`src/rtl/tsfc_pkg.sv`:
```
// Shared types and constants for the touch sample filter chain.
package tsfc_pkg;

  localparam int CFG_W     = 12;
  localparam int CFG_IDX_W = 1;
  localparam int LIM2_W    = 2 * CFG_W;

  localparam logic [CFG_IDX_W-1:0] REG_OUTLIER_LIMIT = 1'd0;
  localparam logic [CFG_IDX_W-1:0] REG_RESTART_LIMIT = 1'd1;

  localparam logic [LIM2_W-1:0] LIM2_RESET = LIM2_W'(100);

  localparam logic [2:0] HIST_DEPTH = 3'd4;
  localparam logic [2:0] CNT_ONE    = 3'd1;
  localparam logic [2:0] CNT_TWO    = 3'd2;
  localparam logic [2:0] CNT_THREE  = 3'd3;

  // rows: 2, 3 and 4 points; weights newest first, last column is the shift
  localparam logic [3:0] WTAB [3][5] = '{
    '{4'd5, 4'd3, 4'd0, 4'd0, 4'd3},
    '{4'd8, 4'd5, 4'd3, 4'd0, 4'd4},
    '{4'd6, 4'd4, 4'd3, 4'd3, 4'd4}
  };

  typedef struct packed {
    logic       en1;
    logic       take_good;
    logic       take_susp;
    logic       en2_pt;
    logic       seed;
    logic       en3_pt;
    logic       en4;
    logic       rel4;
    logic [2:0] cnt4;
  } tsfc_ctrl_t;

endpackage

```
`src/rtl/tsfc_lane.sv`:
```
// One coordinate axis: outlier, smoother, history and weighted average datapath.
module tsfc_lane #(
  parameter int CW = 12
) (
  input  logic                    clk_i,
  input  tsfc_pkg::tsfc_ctrl_t    ctrl_i,
  input  logic [CW-1:0]           in_coord_i,
  output logic [2*CW-1:0]         sq_good_o,
  output logic [2*CW-1:0]         sq_susp_o,
  output logic [2*CW-1:0]         sq_hist_o,
  output logic [CW-1:0]           out_coord_o
);
  import tsfc_pkg::*;

  localparam int WS_W = CW + 4;

  logic [CW-1:0]   good_q, susp_q, s1_q, smooth_q, out_q;
  logic [CW-1:0]   hist_q [3];
  logic [CW-1:0]   pts_q  [4];
  logic [CW-1:0]   dg, ds, dh, smooth_d, avg;
  logic [CW+2:0]   acc;
  logic [WS_W-1:0] sum [3];

  always_comb begin
    dg = (in_coord_i > good_q) ? in_coord_i - good_q : good_q - in_coord_i;
    ds = (in_coord_i > susp_q) ? in_coord_i - susp_q : susp_q - in_coord_i;
    dh = (smooth_q > hist_q[0]) ? smooth_q - hist_q[0] : hist_q[0] - smooth_q;
  end

  assign sq_good_o = (2*CW)'(dg) * (2*CW)'(dg);
  assign sq_susp_o = (2*CW)'(ds) * (2*CW)'(ds);
  assign sq_hist_o = (2*CW)'(dh) * (2*CW)'(dh);

  // smooth = (old*5 + new*3) >> 3
  always_comb begin
    acc = ({3'b0, smooth_q} << 2) + {3'b0, smooth_q} + ({3'b0, s1_q} << 1) + {3'b0, s1_q};
    smooth_d = ctrl_i.seed ? s1_q : acc[CW+2:3];
  end

  // taps with zero weight are skipped so entries outside the count never reach the sum
  always_comb begin
    for (int r = 0; r < 3; r++) begin
      sum[r] = '0;
      for (int i = 0; i < 4; i++) begin
        if (WTAB[r][i] != 4'd0) begin
          sum[r] = sum[r] + WS_W'(pts_q[i]) * WS_W'(WTAB[r][i]);
        end
      end
    end
    case (ctrl_i.cnt4)
      CNT_ONE:   avg = pts_q[0];
      CNT_TWO:   avg = CW'(sum[0] >> WTAB[0][4]);
      CNT_THREE: avg = CW'(sum[1] >> WTAB[1][4]);
      default:   avg = CW'(sum[2] >> WTAB[2][4]);
    endcase
  end

  always_ff @(posedge clk_i) begin
    if (ctrl_i.en1) begin
      s1_q <= in_coord_i;
    end
    if (ctrl_i.take_good) begin
      good_q <= in_coord_i;
    end
    if (ctrl_i.take_susp) begin
      susp_q <= in_coord_i;
    end
    if (ctrl_i.en2_pt) begin
      smooth_q <= smooth_d;
    end
    if (ctrl_i.en3_pt) begin
      hist_q[0] <= smooth_q;
      hist_q[1] <= hist_q[0];
      hist_q[2] <= hist_q[1];
      pts_q[0]  <= smooth_q;
      pts_q[1]  <= hist_q[0];
      pts_q[2]  <= hist_q[1];
      pts_q[3]  <= hist_q[2];
    end
    if (ctrl_i.en4) begin
      out_q <= ctrl_i.rel4 ? '0 : avg;
    end
  end

  assign out_coord_o = out_q;

endmodule

```
`src/rtl/touch_sample_filter_chain_unit.sv`:
```
// Top level of the touch sample filter chain: control, lane merge and stream ports.
// Throughput: one transaction per cycle while the output is not stalled; four register
// stages (outlier, smoother, dejitter history, weighted average) each hold one item
// and advance independently.
// Reset: asynchronous, clears control and valid state but not the lane data registers; both limits return to 10.
module touch_sample_filter_chain_unit #(
  parameter int COORD_BITS = 12
) (
  input  logic                                clk_i,
  input  logic                                rst_ni,
  input  logic                                s_axis_tvalid,
  output logic                                s_axis_tready,
  input  logic [((2*COORD_BITS+7)/8)*8-1:0]   s_axis_tdata,  // sample_x, sample_y
  input  logic                                s_axis_tuser,  // command
  output logic                                m_axis_tvalid,
  input  logic                                m_axis_tready,
  output logic [((2*COORD_BITS+7)/8)*8-1:0]   m_axis_tdata,  // point_x, point_y
  output logic                                m_axis_tuser,  // kind
  input  logic                                cfg_we_i,
  input  logic [tsfc_pkg::CFG_IDX_W-1:0]      cfg_idx_i,
  input  logic [tsfc_pkg::CFG_W-1:0]          cfg_data_i
);
  import tsfc_pkg::*;

  localparam int CW     = COORD_BITS;
  localparam int TD_W   = ((2*CW+7)/8)*8;
  localparam int SQ_W   = 2*CW + 1;
  localparam int CMP_W  = (SQ_W > LIM2_W) ? SQ_W : LIM2_W;

  typedef enum logic [1:0] {
    MODE_IDLE    = 2'd0,
    MODE_TRACK   = 2'd1,
    MODE_SUSPECT = 2'd2
  } mode_e;

  tsfc_ctrl_t      ctrl;
  logic [2*CW-1:0] sq_good [2];
  logic [2*CW-1:0] sq_susp [2];
  logic [2*CW-1:0] sq_hist [2];
  logic [CW-1:0]   lane_out [2];

  logic [LIM2_W-1:0] out_lim2_q, rst_lim2_q;
  mode_e             mode_q, mode_d;
  logic              v1_q, cmd1_q, pass1_q, pass_d;
  logic              v2_q, cmd2_q, seeded_q;
  logic              v3_q, kind3_q, emitted_q;
  logic [2:0]        cnt_q, cnt3_q, cnt_new;
  logic              m_valid_q, m_kind_q;
  logic              rdy1, rdy2, rdy3, rdy4, en1, en2, en3, en4;
  logic              near_good, near_susp, restart;
  logic              take_good, take_susp;
  logic [CMP_W-1:0]  d_good, d_susp, d_hist;

  for (genvar g = 0; g < 2; g++) begin : g_lane
    tsfc_lane #(.CW(CW)) u_lane (
      .clk_i       (clk_i),
      .ctrl_i      (ctrl),
      .in_coord_i  (s_axis_tdata[g*CW +: CW]),
      .sq_good_o   (sq_good[g]),
      .sq_susp_o   (sq_susp[g]),
      .sq_hist_o   (sq_hist[g]),
      .out_coord_o (lane_out[g])
    );
  end

  // handshake chain
  assign rdy4 = !m_valid_q || m_axis_tready;
  assign rdy3 = !v3_q || rdy4;
  assign rdy2 = !v2_q || rdy3;
  assign rdy1 = !v1_q || rdy2;
  assign en1  = s_axis_tvalid && rdy1;
  assign en2  = v1_q && rdy2;
  assign en3  = v2_q && rdy3;
  assign en4  = v3_q && rdy4;

  // merge lane distances
  always_comb begin
    d_good    = CMP_W'(sq_good[0]) + CMP_W'(sq_good[1]);
    d_susp    = CMP_W'(sq_susp[0]) + CMP_W'(sq_susp[1]);
    d_hist    = CMP_W'(sq_hist[0]) + CMP_W'(sq_hist[1]);
    near_good = d_good < CMP_W'(out_lim2_q);
    near_susp = d_susp < CMP_W'(out_lim2_q);
    restart   = (cnt_q != 3'd0) && (d_hist > CMP_W'(rst_lim2_q));
    if (restart) begin
      cnt_new = CNT_ONE;
    end else if (cnt_q == HIST_DEPTH) begin
      cnt_new = HIST_DEPTH;
    end else begin
      cnt_new = cnt_q + 3'd1;
    end
  end

  // outlier stage
  always_comb begin
    mode_d    = mode_q;
    pass_d    = 1'b0;
    take_good = 1'b0;
    take_susp = 1'b0;
    if (s_axis_tuser) begin
      mode_d = MODE_IDLE;
    end else begin
      case (mode_q)
        MODE_TRACK: begin
          if (near_good) begin
            pass_d    = 1'b1;
            take_good = en1;
          end else begin
            take_susp = en1;
            mode_d    = MODE_SUSPECT;
          end
        end
        MODE_SUSPECT: begin
          pass_d    = near_susp || near_good;
          take_good = en1;
          mode_d    = MODE_TRACK;
        end
        default: begin
          take_good = en1;
          mode_d    = MODE_TRACK;
        end
      endcase
    end
  end

  always_comb begin
    ctrl.en1       = en1;
    ctrl.take_good = take_good;
    ctrl.take_susp = take_susp;
    ctrl.en2_pt    = en2 && !cmd1_q && pass1_q;
    ctrl.seed      = !seeded_q;
    ctrl.en3_pt    = en3 && !cmd2_q;
    ctrl.en4       = en4;
    ctrl.rel4      = kind3_q;
    ctrl.cnt4      = cnt3_q;
  end

  always_ff @(posedge clk_i or negedge rst_ni) begin
    if (!rst_ni) begin
      out_lim2_q <= LIM2_RESET;
      rst_lim2_q <= LIM2_RESET;
      mode_q     <= MODE_IDLE;
      v1_q       <= 1'b0;
      cmd1_q     <= 1'b0;
      pass1_q    <= 1'b0;
      v2_q       <= 1'b0;
      cmd2_q     <= 1'b0;
      seeded_q   <= 1'b0;
      v3_q       <= 1'b0;
      kind3_q    <= 1'b0;
      emitted_q  <= 1'b0;
      cnt_q      <= 3'd0;
      cnt3_q     <= 3'd0;
      m_valid_q  <= 1'b0;
      m_kind_q   <= 1'b0;
    end else begin
      if (cfg_we_i) begin
        case (cfg_idx_i)
          REG_OUTLIER_LIMIT: out_lim2_q <= LIM2_W'(cfg_data_i) * LIM2_W'(cfg_data_i);
          REG_RESTART_LIMIT: rst_lim2_q <= LIM2_W'(cfg_data_i) * LIM2_W'(cfg_data_i);
          default: ;
        endcase
      end
      // stage 1
      if (rdy1) begin
        v1_q <= en1;
      end
      if (en1) begin
        mode_q  <= mode_d;
        cmd1_q  <= s_axis_tuser;
        pass1_q <= pass_d;
      end
      // stage 2
      if (rdy2) begin
        v2_q <= en2 && (cmd1_q || (pass1_q && seeded_q));
      end
      if (en2) begin
        cmd2_q <= cmd1_q;
        if (cmd1_q) begin
          seeded_q <= 1'b0;
        end else if (pass1_q) begin
          seeded_q <= 1'b1;
        end
      end
      // stage 3
      if (rdy3) begin
        v3_q <= en3 && (!cmd2_q || emitted_q);
      end
      if (en3) begin
        kind3_q <= cmd2_q;
        if (cmd2_q) begin
          cnt_q     <= 3'd0;
          emitted_q <= 1'b0;
        end else begin
          cnt_q     <= cnt_new;
          cnt3_q    <= cnt_new;
          emitted_q <= 1'b1;
        end
      end
      // stage 4
      if (rdy4) begin
        m_valid_q <= en4;
      end
      if (en4) begin
        m_kind_q <= kind3_q;
      end
    end
  end

  assign s_axis_tready = rdy1;
  assign m_axis_tvalid = m_valid_q;
  assign m_axis_tuser  = m_kind_q;
  assign m_axis_tdata  = TD_W'({lane_out[1], lane_out[0]});

  a_release_zero : assert property (@(posedge clk_i) disable iff (!rst_ni)
    m_axis_tvalid && m_axis_tuser |-> m_axis_tdata == '0)
    else $error("release transaction carries nonzero point");

  a_cnt_range : assert property (@(posedge clk_i) disable iff (!rst_ni)
    v3_q && !kind3_q |-> (cnt3_q != 3'd0 && cnt3_q <= HIST_DEPTH))
    else $error("history count out of range for point");

  a_release_clears : assert property (@(posedge clk_i) disable iff (!rst_ni)
    en3 && cmd2_q |=> !emitted_q && cnt_q == 3'd0)
    else $error("release did not clear dejitter state");

  a_hist_bound : assert property (@(posedge clk_i) disable iff (!rst_ni)
    cnt_q <= HIST_DEPTH)
    else $error("history count exceeds depth");

endmodule

```
`config.mk`:
```
export PLATFORM = sky130hd
export DESIGN_NAME = touch_sample_filter_chain_unit
export DESIGN_NICKNAME = d
export VERILOG_FILES = /design/src/rtl/tsfc_pkg.sv /design/src/rtl/tsfc_lane.sv /design/src/rtl/touch_sample_filter_chain_unit.sv
export SDC_FILE = /design/constraint.sdc
export NUM_CORES = 2
export LEC_CHECK = 0
export ABC_AREA = 1
export BUFFER_PORTS_ARGS = -buffer_cell sky130_fd_sc_hd__buf_2
export CAP_MARGIN = 0
export CORE_MARGIN = 2
export CORE_UTILIZATION = 25
export DETAILED_ROUTE_END_ITERATION = 16
export SLEW_MARGIN = 20
export SYNTH_ARGS = -nofsm -noshare
export SYNTH_HDL_FRONTEND = slang
export SYNTH_SLANG_ARGS = --single-unit
```
`constraint.sdc`:
```
create_clock -name clk_i -period 15.8 [get_ports clk_i]
set_clock_uncertainty 0.05 [all_clocks]
set_input_delay 0.79 -clock clk_i [delete_from_list [all_inputs] [get_ports clk_i]]
set_output_delay 0.79 -clock clk_i [all_outputs]
set_load 0.1 [all_outputs]
```
### After elaboration in Yosys (flattened, before gate mapping)

Memories as Yosys holds them, arrays and structs flattened.
Cells that the tools add are included.

| storage, ports and cells | value |
|---|---|
| output and inout port bits | 27 |
| RAM bits | 168 |
| memories | 4 |
| bits in registers | 187 |
| input port bits | 43 |

Memories:

| memory | words | width | rd ports | clocked after Yosys merged registers in | wr ports | RTL line | text |
|---|---|---|---|---|---|---|---|
| g_lane[0].u_lane.pts_q | 4 | 12 | 4 | 0 | 4 | tsfc_lane.sv:19 | `logic [CW-1:0] pts_q [4];` |
| g_lane[1].u_lane.pts_q | 4 | 12 | 4 | 0 | 4 | tsfc_lane.sv:19 |  |
| g_lane[0].u_lane.hist_q | 3 | 12 | 3 | 0 | 3 | tsfc_lane.sv:18 | `logic [CW-1:0] hist_q [3];` |
| g_lane[1].u_lane.hist_q | 3 | 12 | 3 | 0 | 3 | tsfc_lane.sv:18 |  |

| cells by class | value |
|---|---|
| eq/ne operators | 7 |
| order comparisons | 9 |
| multiply operators | 19 |
| $add $sub $neg | 34 |
| bitwise operators | 2 |
| muxes and demuxes | 30 |
| reduce and logical (&&, ||, !) cells | 31 |

Operators with widths:

| kind | number |
|---|---|
| multiplier 12 x 12 -> 24 bit | 7 |
| subtractor 12 bit | 12 |
| multiplier 12 x 2 -> 14 bit (second input constant) | 8 |
| adder 16 x 14 -> 16 bit | 6 |
| two-way mux 12 bit | 8 |
| adder 24 x 24 -> 25 bit | 3 |
| > comparator 12 bit | 6 |
| one-hot mux 12 bit (3 select lines) | 2 |
| multiplier 12 x 3 -> 15 bit (second input constant) | 4 |
| < comparator 25 x 24 -> 1 bit | 2 |
| adder 15 x 14 -> 16 bit | 2 |
| adder 15 x 15 -> 16 bit | 2 |
| adder 14 x 12 -> 15 bit | 2 |
| adder 15 x 12 -> 15 bit | 2 |
| adder 15 x 13 -> 15 bit | 2 |
| adder 15 x 14 -> 15 bit | 2 |
| > comparator 25 x 24 -> 1 bit | 1 |
| two-way mux 1 bit | 13 |
| logical AND 1 bit | 11 |
| AND reduction 2 bit | 5 |
| two-way mux 3 bit | 3 |
| logical OR 1 bit | 7 |
| == test 3 x 2 -> 1 bit (second input constant) | 2 |
| zero test 1 bit | 6 |
| other kinds (11) | 14 |

### Longest topological paths before layout

| depth | value |
|---|---|
| depth after elaboration | 9 |
| mapped depth | 57 |

### Cells and area by module

From an unflattened synthesis, not the netlist that was laid out.

| second synthesis, totals | value |
|---|---|
| cells, all modules | 8561 |
| area total of the unflattened synthesis | 65041.1 um2 |

By module, submodules not included:

| module | cells an instance | area an instance (um2) | seq. area each (um2) | times used |
|---|---|---|---|---|
| tsfc_lane (g_lane[0].u_lane) | 3518 | 26852.0 | 3243.1 | 1 |
| tsfc_lane (g_lane[1].u_lane) | 3436 | 26355.3 | 3243.1 | 1 |
| touch_sample_filter_chain_unit | 1607 | 11833.8 | 1634.1 | 1 |

### Least setup slack after synthesis

OpenSTA, ideal clock, no wires.

| timing path | value |
|---|---|
| kind | in2reg |
| from | in s_axis_tdata[0] |
| to | reg g_lane[0].u_lane.good_q[0], enable pin |
| stages on the path | 51 |
| setup slack | 5.489 ns |
| arrival | 9.848 ns |
| data required time | 15.337 ns |
| path buffers | 2 |
| cells stage by stage | inv_1 -> ha_1 -> inv_1 -> fa_1 -> nand2_1 -> nand2_1 -> nand2_1 -> and3_1 -> inv_1 -> nand2_1 -> nand2_1 -> nand2_1 -> inv_1 -> buf_4 -> o21ai_0 -> nand2_1 -> buf_2 -> inv_1 -> (+15 left out) -> nor3_1 -> a21oi_1 -> o21ai_0 -> xor2_1 -> ha_1 -> nand2_1 -> inv_1 -> nand3_1 -> inv_1 -> a21oi_1 -> nand2_1 -> nand2_1 -> nand2_1 -> nand2_1 -> nand2_1 -> nand2_1 -> nand2_1 -> a21oi_1 |

RTL lines:

| item | RTL line | text |
|---|---|---|
| from (decl) | touch_sample_filter_chain_unit.sv:13 | `input logic [((2*COORD_BITS+7)/8)*8-1:0] s_axis_tdata,` |
| to (signal assigned) | tsfc_lane.sv:63 | `good_q <= in_coord_i;` |
| to (decl) | tsfc_lane.sv:17 | `logic [CW-1:0] good_q, susp_q, s1_q, smooth_q, out_q;` |

==> results.ini <==
[hold_path]
min_path_type = in2reg

[sta]
maxSlewViolCount = 0
finalCritPeriodShare_pct = 71.7
slew_headroom_pct = 27.4
rsz0062_at_grt = false
fmax_mhz = 88.3
worst_pin_slew_ns = 1.09
fin_crit_ns = 11.33
tns_ns = 0
finalHoldViolCount = 0
setup_viol = 0
fin_hold_ws_ns = 0.395

[final_layout]
multi_input_area_sq_mm = 0.0426
stdcell_area_sq_mm = 0.0628
final_nets = 8577
final_util_pct = 27.4
drive_gt1_share_pct = 3.35
fillers = 24600
seq_area_sq_mm = 0.00812
syn_to_final_growth_pct = 9.12

[clock_network]
clkLatencyLatePin_ns = 0.61
clkTransAtPathRegs_ns = 0.07
cts_buffer_depth = 3
post_cts_resize_count = 0
cts-root-buf = clkbuf_16
cts_setup_buffers = 0
cts_sinks = 281
hold_buffers = 1
htreeDepth = 2
cts_tree = done
cts_buffers = 39

[floorplanning]
initial_core_util_pct = 25.1
die_area_sq_mm = 0.234
dieWidth_um = 484
io_pins = 70
die_h_um = 484
coreArea_sq_mm = 0.229
core.rowCount = 176

[placement]
placed_cell_area_sq_mm = 0.0615
dp_hpwl_um = 133000
port_buffers = 69
gp_congestion = 0.936

[drt]
postRouteAntennaNets = 0
via_per_inst = 4.43
drcViolationCount = 0
dr_total_vias = 43900
drt_first_pass_iters = 7
wl_um = 154000
drt-initial-drc-count = 2445
wl_per_cell_um = 15.5

[worst_setup_path]
crit_family = adder cells
cp_slowest_stage_delay_ns = 0.68
cp_data_required_time_ns = 16.21
cp_slowest_cell = ha_1
crit_buf_inv = 9
startpoint_type = flip-flop
worstPathArrival_ns = 11.74
worstPathMaxFanout = 13
end_kind = flip-flop
path_class = reg2reg

[logic_synthesis]
async_flop_share_pct = 23.1
postSynthAreaPerCell_sq_um = 8.48
synthesis.nets = 8527
synth_commonest_cells = inv_1 (1,716), nand2_1 (1,070), fa_1 (887)
synth_most_common_cell = inv_1
ys_ff_latch = 281
ys.flop_type = edfxtp_1
synth_area_leader_cell = fa_1
netlist_instances = 6795
seq_area_frac_synth_pct = 14.1
synth_area_sq_mm = 0.0576
ys_top_cells_by_area = fa_1 (31%), ha_1 (17%), edfxtp_1 (11%)
synth_edf_count = 216
yosysTopAreaCellShare_pct = 30.8
yosys_warnings = 0
synthDistinctLibCells = 50

[grt]
grt_remaining_overflow = 0
grt_pass1_vias = 46600
grt_usage_pct = 13.2
grt_pass1_wl_um = 250000
grt_max_degree = 65
antenna_found_initial = 25

[run_status]
status = complete, no violations

[run]
drv_cap = 0

## worst paths after layout
check                                                          from                                     end  slack [ns]  depth (start not counted)
max in group asynchronous                                    rst_ni                   mode_q[0]$_DFFE_PN0P_       14.10                          3
min                                                 s_axis_tdata[9]    g_lane[0].u_lane.susp_q[9]$_DFFE_PP_        0.40                          1
min reg2reg                g_lane[0].u_lane.hist_q[0][33]$_DFFE_PP_  g_lane[0].u_lane.pts_q[3][9]$_DFFE_PP_        0.44                          0
min in group asynchronous                                    rst_ni                m_axis_tuser$_DFFE_PN0P_        0.48                          2
max reg2reg                 g_lane[0].u_lane.hist_q[0][0]$_DFFE_PP_                    cnt_q[0]$_DFFE_PN0P_        4.47                         39
max                         g_lane[0].u_lane.hist_q[0][0]$_DFFE_PP_                    cnt_q[0]$_DFFE_PN0P_        4.47                         39
## layout make-up
class,count,area share [%]
diodes,3,0.0119
clock buffers,44,1.66
clock inverters,26,0.418
inverters,1735,10.4
multi-input cells,4702,67.8
flip-flops and latches,281,12.9
well taps,3026,6.02
repair buffers,86,0.761
## cell usage in the layout, fill, tap and decap left out, types with 8 or more instances in the layout
master	Yosys	final
buf_2	19	68
nand4_1	31	31
inv_2	16	17
nor3_1	34	34
o21ai_2	8	8
inv_1	1716	1715
a211oi_1	11	11
or2_2	21	21
edfxtp_1	216	216
ha_1	802	802
nor4_1	10	10
a21oi_1	399	398
o21ai_0	262	262
nand2_1	1070	1070
o2111ai_1	13	13
xor2_1	182	182
fa_1	887	887
dfrtp_1	59	59
o31ai_1	9	9
o211ai_1	30	30
nand3_1	174	174
o21bai_1	29	29
a31oi_1	22	22
nand3b_1	9	9
a21o_1	44	44
clkinv_1	3	8
buf_4	6	17
o21ai_1	8	8
xnor2_1	72	72
clkbuf_16	0	40
nor2_1	523	519
xor2_2	11	11
## kinds of logic after synthesis
kind of cell / Yosys count / synth area share (%)
buffers and inverters: 1812 / 11.9
DFF: 281 / 14.1
adders and majority gates: 1689 / 48.3
and+or+nand+nor: 1887 / 13.2
muxes: 2 / 0.0478
AOI/OAI and AO/OA: 858 / 8.29
xor gates and xnor gates: 266 / 4.22
## through the flow
step	setup slack, ns	instances
after floorplan	5.49	6795
after global placement	4.33	9829
after detailed placement	4.30	9829
after CTS	4.53	9900
after global routing	3.82	9902
final	4.47	9903
## metal layers
layer  track usage [%]  share of wire [%]
met5                 0              0.013
met2              23.3                 49
met3              1.25                4.0
met1              17.2                 44
met4              3.71                2.8
## sequential cells by signal (all words and copies together) (netlist names), 2 cells and up
signal and flops:
g_lane.u_lane.s1_q 24, g_lane.u_lane.hist_q 49, g_lane.u_lane.out_coord_o 24, g_lane.u_lane.good_q 24, g_lane.u_lane.susp_q 24, g_lane.u_lane.pts_q 47, mode_q 2, cnt3_q 3
cnt_q 3, out_lim2_q 23, rst_lim2_q 23, g_lane.u_lane.smooth_q 24
## worst register-to-register path, delay by kind of cell (launching register included)
kind / cells / cell delay (ns)
AOI/OAI and AO/OA: 3 / 0.66
xor gates and xnor gates: 1 / 0.07
adders and majority gates: 10 / 5.05
buffers and inverters: 9 / 1.34
DFF: 1 / 0.66
and+or+nand+nor: 16 / 3.33
Power is left out: the tool's default activity adds up to more than one toggle a clock period on the data nets, which glitch-free logic cannot reach.
